**src/hdl/midi_event_byte_encoder_macros.svh**
```systemverilog
// assertion macros for the midi event byte encoder
// expects i_clk and i_rst_n in the scope of each use
`ifndef MIDI_EVENT_BYTE_ENCODER_MACROS_SVH
`define MIDI_EVENT_BYTE_ENCODER_MACROS_SVH

// same-cycle implication, checked outside reset
`define MEBE_ASSERT_NOW(label, ante, cons) \
    label: assert property (@(posedge i_clk) disable iff (!i_rst_n) (ante) |-> cons) \
        else $error("midi encoder check failed");

// next-cycle implication, checked outside reset
`define MEBE_ASSERT_NEXT(label, ante, cons) \
    label: assert property (@(posedge i_clk) disable iff (!i_rst_n) (ante) |=> cons) \
        else $error("midi encoder check failed");

`endif

```
**src/hdl/mebe_pkg.sv**
```systemverilog
// shared types, codes and byte constants for the midi event byte encoder
// no dependencies
package mebe_pkg;

    localparam int unsigned FrameBytes = 11;
    localparam int unsigned VlqBytes   = 4;
    localparam int unsigned BodyBytes  = 7;

    localparam logic [2:0] CMD_NOTE     = 3'd0;
    localparam logic [2:0] CMD_TEMPO    = 3'd1;
    localparam logic [2:0] CMD_TIME_SIG = 3'd2;
    localparam logic [2:0] CMD_PROGRAM  = 3'd3;
    localparam logic [2:0] CMD_EOT      = 3'd4;

    localparam logic       REG_CHANNEL = 1'b0;

    localparam logic [7:0] VLQ_MORE       = 8'h80;
    localparam logic [3:0] ST_NOTE_OFF    = 4'h8;
    localparam logic [3:0] ST_NOTE_ON     = 4'h9;
    localparam logic [3:0] ST_PROGRAM     = 4'hC;
    localparam logic [7:0] META           = 8'hFF;
    localparam logic [7:0] META_TEMPO     = 8'h51;
    localparam logic [7:0] META_TEMPO_LEN = 8'h03;
    localparam logic [7:0] META_SIG       = 8'h58;
    localparam logic [7:0] META_SIG_LEN   = 8'h04;
    localparam logic [7:0] SIG_CLOCKS     = 8'h18;
    localparam logic [7:0] SIG_32ND       = 8'h08;
    localparam logic [7:0] META_EOT       = 8'h2F;
    localparam logic [7:0] META_EOT_LEN   = 8'h00;

    typedef struct packed {
        logic [2:0]  command;
        logic [27:0] delta_time;
        logic [7:0]  pitch;
        logic [7:0]  velocity;
        logic [23:0] tempo_us;
        logic [7:0]  sig_numerator;
        logic [7:0]  sig_denominator;
        logic [7:0]  program_number;
    } t_in_item;

    typedef struct packed {
        logic [7:0] out_byte;
        logic       last_byte;
    } t_out_item;

    // byte 0 goes out first; len counts the bytes still to send
    typedef struct packed {
        logic [FrameBytes-1:0][7:0] bytes;
        logic [3:0]                 len;
    } t_frame;

endpackage

```
**src/hdl/mebe_encode.sv**
```systemverilog
// builds the full byte frame of one event: delta vlq followed by the event body
// depends on mebe_pkg
module mebe_encode (
    input  mebe_pkg::t_in_item item,
    input  logic [3:0]         channel,
    output mebe_pkg::t_frame   frame,
    output logic               known
);

    logic [3:0][6:0]                                w_grp;
    logic [2:0]                                     w_vlq_len;
    logic [mebe_pkg::VlqBytes-1:0][7:0]             w_vlq;
    logic [mebe_pkg::BodyBytes-1:0][7:0]            w_body;
    logic [2:0]                                     w_body_len;
    logic [3:0]                                     w_idx;

    assign w_grp[0] = item.delta_time[6:0];
    assign w_grp[1] = item.delta_time[13:7];
    assign w_grp[2] = item.delta_time[20:14];
    assign w_grp[3] = item.delta_time[27:21];

    assign known = (item.command <= mebe_pkg::CMD_EOT);

    always_comb begin
        if (w_grp[3] != 7'd0) begin
            w_vlq_len = 3'd4;
        end else if (w_grp[2] != 7'd0) begin
            w_vlq_len = 3'd3;
        end else if (w_grp[1] != 7'd0) begin
            w_vlq_len = 3'd2;
        end else begin
            w_vlq_len = 3'd1;
        end
    end

    // most significant group first, continuation bit on all but the final byte
    always_comb begin
        w_vlq = '0;
        case (w_vlq_len)
            3'd4: begin
                w_vlq[0] = mebe_pkg::VLQ_MORE | {1'b0, w_grp[3]};
                w_vlq[1] = mebe_pkg::VLQ_MORE | {1'b0, w_grp[2]};
                w_vlq[2] = mebe_pkg::VLQ_MORE | {1'b0, w_grp[1]};
                w_vlq[3] = {1'b0, w_grp[0]};
            end
            3'd3: begin
                w_vlq[0] = mebe_pkg::VLQ_MORE | {1'b0, w_grp[2]};
                w_vlq[1] = mebe_pkg::VLQ_MORE | {1'b0, w_grp[1]};
                w_vlq[2] = {1'b0, w_grp[0]};
            end
            3'd2: begin
                w_vlq[0] = mebe_pkg::VLQ_MORE | {1'b0, w_grp[1]};
                w_vlq[1] = {1'b0, w_grp[0]};
            end
            default: begin
                w_vlq[0] = {1'b0, w_grp[0]};
            end
        endcase
    end

    always_comb begin
        w_body     = '0;
        w_body_len = 3'd3;
        unique case (item.command)
            mebe_pkg::CMD_NOTE: begin
                w_body[0]  = {(item.velocity != 8'd0) ? mebe_pkg::ST_NOTE_ON
                                                      : mebe_pkg::ST_NOTE_OFF, channel};
                w_body[1]  = item.pitch;
                w_body[2]  = item.velocity;
                w_body_len = 3'd3;
            end
            mebe_pkg::CMD_TEMPO: begin
                w_body[0]  = mebe_pkg::META;
                w_body[1]  = mebe_pkg::META_TEMPO;
                w_body[2]  = mebe_pkg::META_TEMPO_LEN;
                w_body[3]  = item.tempo_us[23:16];
                w_body[4]  = item.tempo_us[15:8];
                w_body[5]  = item.tempo_us[7:0];
                w_body_len = 3'd6;
            end
            mebe_pkg::CMD_TIME_SIG: begin
                w_body[0]  = mebe_pkg::META;
                w_body[1]  = mebe_pkg::META_SIG;
                w_body[2]  = mebe_pkg::META_SIG_LEN;
                w_body[3]  = item.sig_numerator;
                w_body[4]  = item.sig_denominator;
                w_body[5]  = mebe_pkg::SIG_CLOCKS;
                w_body[6]  = mebe_pkg::SIG_32ND;
                w_body_len = 3'd7;
            end
            mebe_pkg::CMD_PROGRAM: begin
                w_body[0]  = {mebe_pkg::ST_PROGRAM, channel};
                w_body[1]  = item.program_number;
                w_body_len = 3'd2;
            end
            default: begin
                // end of track; unused codes are dropped through known
                w_body[0]  = mebe_pkg::META;
                w_body[1]  = mebe_pkg::META_EOT;
                w_body[2]  = mebe_pkg::META_EOT_LEN;
                w_body_len = 3'd3;
            end
        endcase
    end

    // body starts right after the vlq bytes
    always_comb begin
        frame.bytes = '0;
        w_idx       = '0;
        for (int k = 0; k < mebe_pkg::FrameBytes; k++) begin
            w_idx = 4'(k) - {1'b0, w_vlq_len};
            if (4'(k) < {1'b0, w_vlq_len}) begin
                frame.bytes[k] = w_vlq[k[1:0]];
            end else if (w_idx < 4'(mebe_pkg::BodyBytes)) begin
                frame.bytes[k] = w_body[w_idx[2:0]];
            end
        end
        frame.len = {1'b0, w_vlq_len} + {1'b0, w_body_len};
    end

endmodule

```
**src/hdl/mebe_serializer.sv**
```systemverilog
// holds one frame; sends a byte per cycle to the output register unless stalled
// depends on mebe_pkg
module mebe_serializer (
    input  logic                i_clk,
    input  logic                i_rst_n,
    input  logic                i_load,
    input  mebe_pkg::t_frame    i_frame,
    output logic                o_free,
    output logic                o_out_valid,
    input  logic                i_out_ready,
    output mebe_pkg::t_out_item o_out_item
);

    logic                r_frame_valid, n_frame_valid;
    mebe_pkg::t_frame    r_frame, n_frame;
    logic                r_out_valid, n_out_valid;
    mebe_pkg::t_out_item r_out, n_out;
    logic                w_emit;
    logic                w_done;

    assign w_emit = r_frame_valid && (!r_out_valid || i_out_ready);
    assign w_done = w_emit && (r_frame.len == 4'd1);
    // a new frame may land in the same cycle the old one sends its final byte
    assign o_free = !r_frame_valid || w_done;

    always_comb begin
        n_frame_valid = r_frame_valid;
        n_frame       = r_frame;
        if (i_load) begin
            n_frame_valid = 1'b1;
            n_frame       = i_frame;
        end else if (w_done) begin
            n_frame_valid = 1'b0;
        end else if (w_emit) begin
            n_frame.bytes = r_frame.bytes >> 8;
            n_frame.len   = r_frame.len - 4'd1;
        end
    end

    always_comb begin
        n_out_valid = r_out_valid;
        n_out       = r_out;
        if (w_emit) begin
            n_out_valid     = 1'b1;
            n_out.out_byte  = r_frame.bytes[0];
            n_out.last_byte = (r_frame.len == 4'd1);
        end else if (i_out_ready) begin
            n_out_valid = 1'b0;
        end
    end

    always_ff @(posedge i_clk) begin
        if (!i_rst_n) begin
            r_frame_valid <= 1'b0;
            r_out_valid   <= 1'b0;
        end else begin
            r_frame_valid <= n_frame_valid;
            r_out_valid   <= n_out_valid;
        end
    end

    always_ff @(posedge i_clk) begin
        r_frame <= n_frame;
        r_out   <= n_out;
    end

    assign o_out_valid = r_out_valid;
    assign o_out_item  = r_out;

endmodule

```
**src/hdl/midi_event_byte_encoder.sv**
```systemverilog
// Turns one MIDI track event per transaction into its byte stream, one byte per
// output transaction with last_byte set on the final byte of the event. An event
// is the delta time as a 1 to 4 byte VLQ followed by its body, 3 to 11 bytes in
// all. The output register sends one byte per cycle while the sink is ready,
// and with a ready sink events run back to back with no gap. The first byte
// of an event passes through the frame register and then the output register.
// Command codes 5 to 7 are taken and produce nothing. The channel register
// (APB, offset 0) is added to note and program change status bytes.
// depends on mebe_pkg, mebe_encode, mebe_serializer and the macros header
`include "midi_event_byte_encoder_macros.svh"

module midi_event_byte_encoder (
    input  logic                i_clk,
    input  logic                i_rst_n,
    input  logic                psel,
    input  logic                penable,
    input  logic                pwrite,
    input  logic [2:0]          paddr,
    input  logic [31:0]         pwdata,
    output logic [31:0]         prdata,
    output logic                pready,
    input  logic                i_in_valid,
    output logic                o_in_ready,
    input  mebe_pkg::t_in_item  i_in_item,
    output logic                o_out_valid,
    input  logic                i_out_ready,
    output mebe_pkg::t_out_item o_out_item
);

    logic [3:0]       r_chan, n_chan;
    logic             w_cfg_write;
    mebe_pkg::t_frame w_frame;
    logic             w_known;
    logic             w_load;

    assign pready      = 1'b1;
    assign w_cfg_write = psel && penable && pwrite && (paddr[2] == mebe_pkg::REG_CHANNEL);

    always_comb begin
        n_chan = r_chan;
        if (w_cfg_write) begin
            n_chan = pwdata[3:0];
        end
    end

    always_ff @(posedge i_clk) begin
        if (!i_rst_n) begin
            r_chan <= 4'd0;
        end else begin
            r_chan <= n_chan;
        end
    end

    always_comb begin
        prdata = '0;
        if (paddr[2] == mebe_pkg::REG_CHANNEL) begin
            prdata = {28'd0, r_chan};
        end
    end

    mebe_encode u_encode (
        .item    (i_in_item),
        .channel (r_chan),
        .frame   (w_frame),
        .known   (w_known)
    );

    assign w_load = i_in_valid && o_in_ready && w_known;

    mebe_serializer u_serializer (
        .i_clk       (i_clk),
        .i_rst_n     (i_rst_n),
        .i_load      (w_load),
        .i_frame     (w_frame),
        .o_free      (o_in_ready),
        .o_out_valid (o_out_valid),
        .i_out_ready (i_out_ready),
        .o_out_item  (o_out_item)
    );

    // a byte the sink has not taken stays put
    `MEBE_ASSERT_NEXT(a_out_holds, o_out_valid && !i_out_ready, o_out_valid && $stable(o_out_item))
    // an accepted event reaches the output through the frame and output registers
    `MEBE_ASSERT_NOW(a_event_reaches_output, w_load, ##2 o_out_valid)
    // channel only moves on a register write
    `MEBE_ASSERT_NEXT(a_channel_holds, !w_cfg_write, $stable(r_chan))

endmodule
```
**config.mk**
```make
export PLATFORM = sky130hd
export DESIGN_NAME = midi_event_byte_encoder
export DESIGN_NICKNAME = d
export VERILOG_FILES = /design/src/hdl/mebe_pkg.sv /design/src/hdl/mebe_encode.sv /design/src/hdl/mebe_serializer.sv /design/src/hdl/midi_event_byte_encoder.sv
export VERILOG_INCLUDE_DIRS = /design/src /design/src/hdl
export SDC_FILE = /design/constraint.sdc
export NUM_CORES = 1
export LEC_CHECK = 0
export CAP_MARGIN = 10
export CORE_UTILIZATION = 62
export CTS_CLUSTER_DIAMETER = 50
export DETAILED_ROUTE_END_ITERATION = 10
export DONT_BUFFER_PORTS = 1
export PLACE_DENSITY = 0.78
export SETUP_SLACK_MARGIN = 0.5
export SYNTH_ARGS = -nofsm -noshare
export SYNTH_HDL_FRONTEND = slang
export SYNTH_SLANG_ARGS = --single-unit
export TNS_END_PERCENT = 1
```
**constraint.sdc**
```tcl
create_clock -name i_clk -period 6.1 [get_ports i_clk]
set_clock_uncertainty 0.05 [all_clocks]
set_input_delay 0.61 -clock i_clk [delete_from_list [all_inputs] [get_ports i_clk]]
set_output_delay 0.61 -clock i_clk [all_outputs]
set_load 0.005 [all_outputs]
```
Word level (Yosys, flattened, before mapping)

Index checks and enable logic that the tools add are counted.

Add/subtract/negate cells: 13
Order comparisons: 33
Eq/ne operators: 8
Muxes and demuxes: 64
Bitwise gates (word level): 1
Reduce and logical (&&, ||, !) cells: 20

Operators by type and width:

| operator                                                             | count |
|---|---|
| 92-bit 2-to-1 mux                                                    | 3 |
| 8-bit binary-select mux with 3-bit select                            | 11 |
| 8-bit 2-to-1 mux                                                     | 32 |
| 8-bit one-hot mux with 3 select lines                                | 3 |
| 16-bit one-hot mux with 4 select lines                               | 1 |
| 24-bit one-hot mux with 2 select lines                               | 1 |
| 3-bit by 4-bit < comparator with 1-bit output, second input constant | 11 |
| 4-bit by 3-bit < comparator with 1-bit output, second input constant | 11 |
| 7-bit nonzero test                                                   | 3 |
| 8-bit one-hot mux with 2 select lines                                | 1 |
| 3-bit by 3-bit subtractor with 4-bit output, first input constant    | 4 |
| 3-bit by 2-bit == test with 1-bit output, second input constant      | 4 |
| 4-bit by 3-bit < comparator with 1-bit output, first input constant  | 3 |
| 4-bit by 3-bit subtractor with 4-bit output, first input constant    | 3 |
| 3-bit < comparator, first input constant                             | 3 |
| 3-bit one-hot mux with 3 select lines                                | 1 |
| 4-bit 2-to-1 mux                                                     | 2 |
| 8-bit nonzero test                                                   | 1 |
| 1-bit by 3-bit subtractor with 4-bit output, first input constant    | 2 |
| 2-bit by 3-bit subtractor with 4-bit output, first input constant    | 2 |
| 1-bit logical AND                                                    | 7 |
| 7-bit 2-to-1 mux                                                     | 1 |
| 1-bit by 3-bit < comparator with 1-bit output, first input constant  | 2 |
| 2-bit by 3-bit < comparator with 1-bit output, first input constant  | 2 |
| other kinds (16)                                                     | 25 |

Register bits: 107
Input port bits: 137
Logic and storage cells: 156

Logic depth before layout (Yosys ltp)

Gate-level depths: netlist of the first run.

Depth after elaboration: 10
Depth in mapped cells: 16
Depth with buffers taken out: 12

By module

A second synthesis of the first run with hierarchy kept.

Cells, all modules: 754
Area, all modules: 7,514.7 um2

By module, submodules not included:

| module                  | times used | cells an instance | area each (um2) |
|---|---|---|---|
| mebe_serializer         | 1          | 228               | 4,267.8 |
| mebe_encode             | 1          | 471               | 2,811.4 |
| midi_event_byte_encoder | 1          | 55                | 435.4 |

Worst setup path before layout of the first run

Ideal clock, no wire load.

Path type: register -> register
Start: reg u_serializer.r_frame[1] in the netlist's numbering
End: reg u_serializer.r_frame[0] in the netlist's numbering (enable)
Library setup time: 0.449 ns
Data arrival time: 4.090 ns
Required time: 5.601 ns
Slack: 1.510 ns
Cell stages (with the launch flop): 10
Cells stage by stage: edfxtp_1 > inv_1 > ha_1 > or3b_2 > o21ai_1 > and3_1 > clkbuf_1 > clkbuf_1 > buf_1 > a21o_1

Word-level cells in the longest chain between the ends: 7
Elaborated cells between the ends (all ways): 8
Those cells by class: eq/ne (2); reduce/logical (6)

Ends and longest elaborated chain:

| item                                                                                                    | line                          | text |
|---|---|---|
| start, declared                                                                                         | mebe_serializer.sv:15         | `mebe_pkg::t_frame r_frame, n_frame;` |
| start signal, assigned                                                                                  | mebe_serializer.sv:63         | `r_frame <= n_frame;` |
| 4-bit by 1-bit == test with 1-bit output *                                                              | mebe_serializer.sv:22         | `assign w_done = w_emit && (r_frame.len == 4'd1);` |
| 1-bit logical AND *                                                                                     | mebe_serializer.sv:22         |  |
| 1-bit logical OR *                                                                                      | mebe_serializer.sv:24         | `assign o_free = !r_frame_valid \|\| w_done;` |
| via o_in_ready                                                                                          | midi_event_byte_encoder.sv:23 | `output logic o_in_ready,` |
| 1-bit logical AND * (2 in a row)                                                                        | midi_event_byte_encoder.sv:68 | `assign w_load = i_in_valid && o_in_ready && w_known;` |
| 2-bit by 1-bit inequality test with 1-bit output (no line) / 2-bit nonzero test (equally long branches) | -                             |  |
| 2-bit AND reduction (no line) *                                                                         | -                             |  |

The timed path passes the listed nets; every way through them passes the cells marked *.
A chain may end at the register's enable or synchronous reset.

==> results of run 1 <==
## Yosys cell counts, types with 3 or more instances
| library cell | instances |
|---|---|
| mux2i_1 | 17 |
| a31oi_1 | 4 |
| nand3_1 | 22 |
| nand2_1 | 102 |
| a22oi_1 | 25 |
| nor3b_1 | 3 |
| o221ai_1 | 6 |
| a21oi_1 | 38 |
| a22o_1 | 20 |
| o211ai_1 | 9 |
| and2_1 | 6 |
| buf_4 | 30 |
| o21ai_1 | 6 |
| nor2b_1 | 10 |
| nand2b_1 | 7 |
| o21ai_0 | 66 |
| or3_1 | 5 |
| nor3_1 | 19 |
| dfxtp_1 | 6 |
| a2bb2oi_1 | 12 |
| inv_1 | 16 |
| or2_2 | 3 |
| buf_2 | 12 |
| o31ai_1 | 4 |
| o22ai_1 | 8 |
| a21o_1 | 11 |
| edfxtp_1 | 101 |
| a211oi_1 | 8 |
| a221oi_1 | 17 |
| a41oi_2 | 3 |
| nor2_1 | 33 |
| xnor2_1 | 3 |
| a221o_1 | 15 |
| ha_1 | 13 |
| mux2_2 | 5 |
| buf_1 | 5 |
| nor4_1 | 6 |
| and3_1 | 14 |
| clkbuf_1 | 36 |
| mux4_2 | 14 |
## flip-flops by register name, indices dropped and copies added, names as in the netlist
register / cells
r_chan: 4
u_serializer.o_out_valid: 1
u_serializer.r_frame: 92
u_serializer.o_out_item: 9
u_serializer.r_frame_valid: 1
## layer usage
| layer | GRT usage | share of wire | vias to the layer above | routed length (um) |
|---|---|---|---|---|
| met5 | 0 | 0 | - | 0 |
| met4 | 0.188 | 0.038 | 0 | 910 |
| met3 | 0.0702 | 0.11 | 72 | 2610 |
| met2 | 0.599 | 0.47 | 523 | 11200 |
| met1 | 0.515 | 0.38 | 3226 | 9100 |
| li1 | - | - | 2903 | - |
## worst paths after layout
kind                                            endpoint  cells past startpoint
hold reg to reg     u_serializer.o_out_item[1]$_DFFE_PP_                      0
setup reg to reg  u_serializer.r_frame[91]$_SDFFCE_PN0P_                      9
setup / recovery      u_serializer.r_frame[22]$_DFFE_PP_                     12
hold / removal     u_serializer.o_out_valid$_SDFFE_PN0P_                      1
## area by class of cell
type,count,area [um2],area share
multi-input cells,597,4000,0.508
flip-flops and latches,107,3150,0.400
clock buffers,9,225,0.0286
well taps,143,179,0.0227
repair buffers,18,139,0.0176
clock inverters,7,115,0.0146
inverters,17,63.8,0.00810
## critical path: cells and delay by family
family                     cells  cell delay, ns
AOI/OAI and AO/OA              1            0.31
adders and majority gates      2            0.93
and+or+nand+nor                6            2.44
buffers and inverters          3            0.38
## cell families after synthesis
kind of cell             after synthesis
AO/OA/AOI/OAI                        270
other                                  2
flip-flops                           107
XOR/XNOR                               3
buffers and inverters                102
AND/OR/NAND/NOR                      246
multiplexers                          36
adder cells (fa/ha/maj)               13
## report_power, final
part           switching [mW]  internal, mW  total (mW)
combinational           0.197         0.112       0.310
clock                   0.275         0.401       0.676
sequential             0.0317         0.927       0.959
==> flow_metrics.py, run 1 <==
metrics = {
    "status": {
        "status": "finished, violations left",
        "violations": "DRC",
    },
    "synth": {
        "synth_top_family_by_area": "compound AO/OA/AOI/OAI gates",
        "synth_ff_type": "edfxtp_1",
        "synth_top_area_share": 0.402,
        "ys_warn_count": 0,
        "synth-seq-cells": 107,
        "synthesis.area_mm2": 0.00754,
        "async_reset_ff_frac": 0,
        "synthTopCellsByArea": "edfxtp_1 (40%), nand2_1 (5.1%), o21ai_0 (4.4%), mux4_2 (4.2%), buf_4 (3.0%)",
        "post_synth_num_cell_types": 71,
        "synth_adder_area_share": 0.0216,
        "synthCells": 779,
        "synth_compound_area_frac": 0.253,
        "synth-xor-area-share": 0.00348,
        "synth-simple-area-share": 0.161,
        "synth_edf_count": 101,
        "postSynthAreaPerCell_um2": 9.68,
        "synthMuxAreaShare": 0.0718,
        "synth_area_leader_cell": "edfxtp_1",
        "yosysSeqAreaShare": 0.418,
    },
    "grt": {
        "grt_pass1_wl_um": 36000,
        "grt_usage": 0.382,
        "antenna_found_initial": 0,
        "first_global_vias": 6291,
        "overflow": 0,
        "grt_max_degree": 80,
    },
    "finish": {
        "post-route-cell-area_mm2": 0.00787,
        "drive_above_1_share": 0.0993,
        "final_common_cell": "nand2_1",
        "finish.net_count": 900,
        "finish.utilization": 0.678,
        "final_cell_mix": "nand2_1 (102), edfxtp_1 (101), o21ai_0 (66), a21oi_1 (38), nor2_1 (33)",
        "syn2layout_area_growth_pct": 4.40,
        "fill_cells": 915,
        "layout.cells.non_filler": 898,
        "n_antenna_cell": 0,
    },
    "setup_path": {
        "critical_path_class": "input pin to flip-flop",
        "crit_path_start": "i_in_item[88]",
        "r2r_start": "u_serializer.r_frame[1]$_DFFE_PP_",
        "crit_chain": "or4_1, nor4_4, inv_1, nor2_4, ha_1, inv_1, ha_1, inv_1, nor3_1, nor3b_1, nand2_1, o221ai_1",
        "crit_arrival_ns": 4.69,
        "crit_fanout": 18,
        "cpPeakStageDelay_ns": 0.60,
        "r2r_slack_ns": 2.24,
        "required_ns": 6.22,
        "critPathMostFrequentCell": "inv_1",
        "startpoint_type": "input pin",
        "cp-end-kind": "flip-flop",
        "slowest_stage": "nor3b_1",
    },
    "floorplan": {
        "ios": 181,
        "die_height_um": 112,
        "chipWidth_um": 112,
        "dieArea_mm2": 0.0126,
        "rows": 39,
        "initial_core_util": 0.649,
        "coreArea_mm2": 0.0116,
    },
    "sta": {
        "rsz0062_at_grt": "no",
        "slew_headroom": 0.246,
        "layout_min_cycle_time_ns": 4.57,
        "final-hold-violation-count": 0,
        "finalSetupViolCount": 0,
        "holdWs_ns": 0.316,
        "tightestPinTransition_ns": 1.13,
        "slew_violations": 0,
        "max_freq_mhz": 219,
        "fin_ws_ns": 1.53,
        "period_share": 0.749,
        "final.setup.tns_ns": 0,
    },
    "drt": {
        "vias_per_cell": 7.49,
        "dr.pass1.iters": 9,
        "wl_per_cell_um": 26.5,
        "drc_errors": 2,
        "ant_nets": 0,
        "finalWirelength_um": 23800,
        "dr.first_iter.drc_count": 1116,
        "num_vias": 6724,
    },
    "place": {
        "portBuffers": 0,
        "globalplace.congestion": 0.985,
        "dp_slack_ns": 1.29,
        "placed_cell_area_mm2": 0.00752,
        "dpl.cell_count": 881,
        "hpwlAfterDp_um": 16800,
    },
    "power": {
        "p_total_mw": 1.94,
        "ir_drop_uv": 203,
        "power.density_mw_per_mm2": 247,
        "p_leak_nw": 2.85,
    },
    "clocking": {
        "h-tree-depth": 3,
        "post_cts_resized": 0,
        "cts_made_buffers": 9,
        "clk_pin_slew_ns": 0.07,
        "hold_buffers": 0,
        "cts_buffer_depth": 2,
        "worstSkewPairLatency_ns": 0.37,
        "cts_tree": "yes",
        "post-cts-setup-buffer-count": 0,
        "clock_sinks": 107,
        "cts-root-buf": "clkbuf_16",
    },
    "flow_run": {
        "maxCapViolCount": 0,
    },
    "worst_hold_path": {
        "hold_class": "input pin to flip-flop",
        "hold_path_startpoint": "i_rst_n",
    },
}
(Power assumes the default switching activity.)
==> run 2: changes to the inputs <==
--- a/config.mk
+++ b/config.mk
@@ -6,8 +6,9 @@
 export SDC_FILE = /design/constraint.sdc
 export NUM_CORES = 1
 export LEC_CHECK = 0
+export ABC_AREA = 1
 export CAP_MARGIN = 10
-export CORE_UTILIZATION = 62
+export CORE_UTILIZATION = 59
 export CTS_CLUSTER_DIAMETER = 50
 export DETAILED_ROUTE_END_ITERATION = 10
 export DONT_BUFFER_PORTS = 1
==> constraint.sdc (replaced) <==
create_clock -name i_clk -period 3.7 [get_ports i_clk]
set_clock_uncertainty 0.05 [all_clocks]
set_input_delay 0.37 -clock i_clk [delete_from_list [all_inputs] [get_ports i_clk]]
set_output_delay 0.37 -clock i_clk [all_outputs]
set_load 0.005 [all_outputs]
==> run 2 against run 1 <==
  * The run now ends clean
  * Total power increased by 55%
  * Cell area increased by 2.6%
  * Sequential share of layout area decreased by 1.0 points
  * Routed wire length decreased by 4.4%
  * Combinational power increased by 68%
  * Critical path depth increased by 3
==> flow_metrics.py, run 2 <==
metrics = {
    "drt": {
        "dr.first_iter.drc_count": 982,
        "ant_nets": 0,
        "finalWirelength_um": 22800,
        "dr.pass1.iters": 6,
        "drc_errors": 0,
        "num_vias": 7323,
        "wl_per_cell_um": 18.8,
        "vias_per_cell": 6.04,
    },
    "grt": {
        "overflow": 0,
        "grt_max_degree": 66,
        "first_global_vias": 6510,
        "antenna_found_initial": 0,
        "grt_usage": 0.330,
        "grt_pass1_wl_um": 35100,
    },
    "clocking": {
        "h-tree-depth": 3,
        "worstSkewPairLatency_ns": 0.36,
        "post_cts_resized": 0,
        "cts_buffer_depth": 2,
        "clock_sinks": 107,
        "hold_buffers": 0,
        "cts_tree": "yes",
        "post-cts-setup-buffer-count": 0,
        "clk_pin_slew_ns": 0.08,
        "cts_made_buffers": 9,
        "cts-root-buf": "clkbuf_16",
    },
    "setup_path": {
        "critical_path_class": "input pin to flip-flop",
        "cp-end-kind": "flip-flop",
        "r2r_start": "u_serializer.r_frame[1]$_DFFE_PP_",
        "crit_path_start": "i_in_item[71]",
        "required_ns": 3.86,
        "startpoint_type": "input pin",
        "crit_arrival_ns": 2.93,
        "crit_fanout": 15,
    },
    "sta": {
        "tightestPinTransition_ns": 0.731,
        "finalSetupViolCount": 0,
        "final-hold-violation-count": 0,
        "final.setup.tns_ns": 0,
        "max_freq_mhz": 361,
        "period_share": 0.749,
        "slew_headroom": 0.512,
        "slew_violations": 0,
        "holdWs_ns": 0.0837,
        "layout_min_cycle_time_ns": 2.77,
        "rsz0062_at_grt": "no",
    },
    "finish": {
        "final_cell_mix": "nand2_1 (305), nand3_1 (115), edfxtp_1 (101), inv_1 (79), o21ai_0 (67)",
        "fill_cells": 1219,
        "ff_latch_area_mm2": 0.00315,
        "finish.net_count": 1181,
        "n_antenna_cell": 0,
        "multi_input_area_mm2": 0.00393,
        "final_common_cell": "nand2_1",
        "post-route-cell-area_mm2": 0.00808,
        "finish.utilization": 0.613,
        "syn2layout_area_growth_pct": 1.83,
        "drive_above_1_share": 0.0936,
        "largest_reg_flops": 92,
        "top_register": "u_serializer.r_frame",
    },
    "worst_hold_path": {
        "hold_class": "input pin to flip-flop",
        "hold_path_startpoint": "i_rst_n",
    },
    "power": {
        "p_leak_nw": 3.52,
        "ir_drop_uv": 243,
        "power.density_mw_per_mm2": 374,
        "p_total_mw": 3.02,
    },
    "place": {
        "portBuffers": 0,
        "hpwlAfterDp_um": 16500,
        "globalplace.congestion": 0.960,
        "placed_cell_area_mm2": 0.00781,
    },
    "synth": {
        "synth_top_area_share": 0.382,
        "yosysSeqAreaShare": 0.397,
        "synthTopCellsByArea": "edfxtp_1 (38%), nand2_1 (14%), nand3_1 (7.3%), o21ai_0 (4.2%), a21oi_1 (4.0%)",
        "synth_ff_type": "edfxtp_1",
        "synthesis.area_mm2": 0.00793,
        "synthCells": 1060,
        "synthTopCellsByCount": "nand2_1 (306), nand3_1 (115), edfxtp_1 (101)",
        "synth_edf_count": 101,
        "postSynthAreaPerCell_um2": 7.48,
        "ys_warn_count": 0,
        "yosysMostFrequentCell": "nand2_1",
        "synth_area_leader_cell": "edfxtp_1",
        "async_reset_ff_frac": 0,
        "synth-seq-cells": 107,
        "post_synth_num_cell_types": 43,
    },
    "status": {
        "status": "completed",
    },
    "floorplan": {
        "coreArea_mm2": 0.0132,
        "dieArea_mm2": 0.0139,
        "ios": 181,
        "chipWidth_um": 118,
        "die_height_um": 118,
        "rows": 42,
        "initial_core_util": 0.601,
    },
    "flow_run": {
        "maxCapViolCount": 0,
    },
}
[run 2: cell types whose count changed in the layout (fill, tap and decap cells not counted), sizes merged, moves of 16 or more]
cell    before  now
a22o        20    1
a21oi       38   64
inv         18   99
nor2        34   74
nand3       22  124
nand2      103  324
a221oi      18    0
mux2i       17    1
o21ai       72  106
nor3        20    0
[run 2: stage by stage]
stage | std cells | setup WS (ns)
6_report | 1212 | 0.927
3_3_place_gp | 1196 | 0.731
4_1_cts | 1212 | 0.937
5_1_grt | 1212 | 0.741
3_5_place_dp | 1196 | 0.607
2_1_floorplan | 1087 | 0.617
[run 2: layer usage]
metal | global-route usage | up-vias | share of wire | wire, um
li1 | - | 3454 | - | -
met5 | 0 | - | 0 | 0
met4 | 0.119 | 0 | 0.028 | 630
met1 | 0.468 | 3309 | 0.41 | 9300
met2 | 0.495 | 509 | 0.44 | 10100
met3 | 0.0727 | 51 | 0.12 | 2730
[run 2: path summary, 6_finish.rpt]
check | end | slack, ns | cells after the start
min reg2reg | u_serializer.o_out_item[8]$_DFFE_PP_ | 0.37 | 0
max reg2reg | u_serializer.r_frame[27]$_DFFE_PP_ | 0.96 | 9
max | u_serializer.r_frame[57]$_DFFE_PP_ | 0.93 | 15
min | u_serializer.r_frame_valid$_SDFFE_PN0P_ | 0.08 | 2
[run 2: cells by family (layout without fill, tap and decap cells)]
group | Yosys count | after routing | share of synthesized area
other | 2 | 29 | 0.000947
adder cells (fa/ha/maj) | 13 | 13 | 0.0205
flip-flops | 107 | 107 | 0.397
buffers and inverters | 183 | 132 | 0.121
AND/OR/NAND/NOR | 533 | 533 | 0.298
multiplexers | 1 | 1 | 0.00126
AO/OA/AOI/OAI | 218 | 218 | 0.158
XOR/XNOR | 3 | 3 | 0.00331
[run 2: final cells by class]
type	instances	area share
Clock buffer	10	0.0283
Clock inverter	6	0.00511
Inverter	99	0.0469
Multi-Input combinational cell	797	0.486
Sequential cell	107	0.390
Tap cell	176	0.0273
Timing Repair Buffer	17	0.0158
[run 2: report_power, final]
part,switching (mW),internal [mW]
registers,0.0438,1.53
clock network,0.471,0.458
logic,0.362,0.158
total,0.877,2.14
[run 2: critical path, stage by stage]
cell     delay, ns
inv_2         0.05
nand2_1       0.06
nor2_2        0.13
nand2_2       0.09
nand2_4       0.21
nand2_4       0.10
inv_2         0.07
ha_1          0.24
ha_1          0.54
inv_1         0.26
o22ai_1       0.30
nand2_1       0.10
o21ai_0       0.21
inv_1         0.07
a21oi_1       0.14
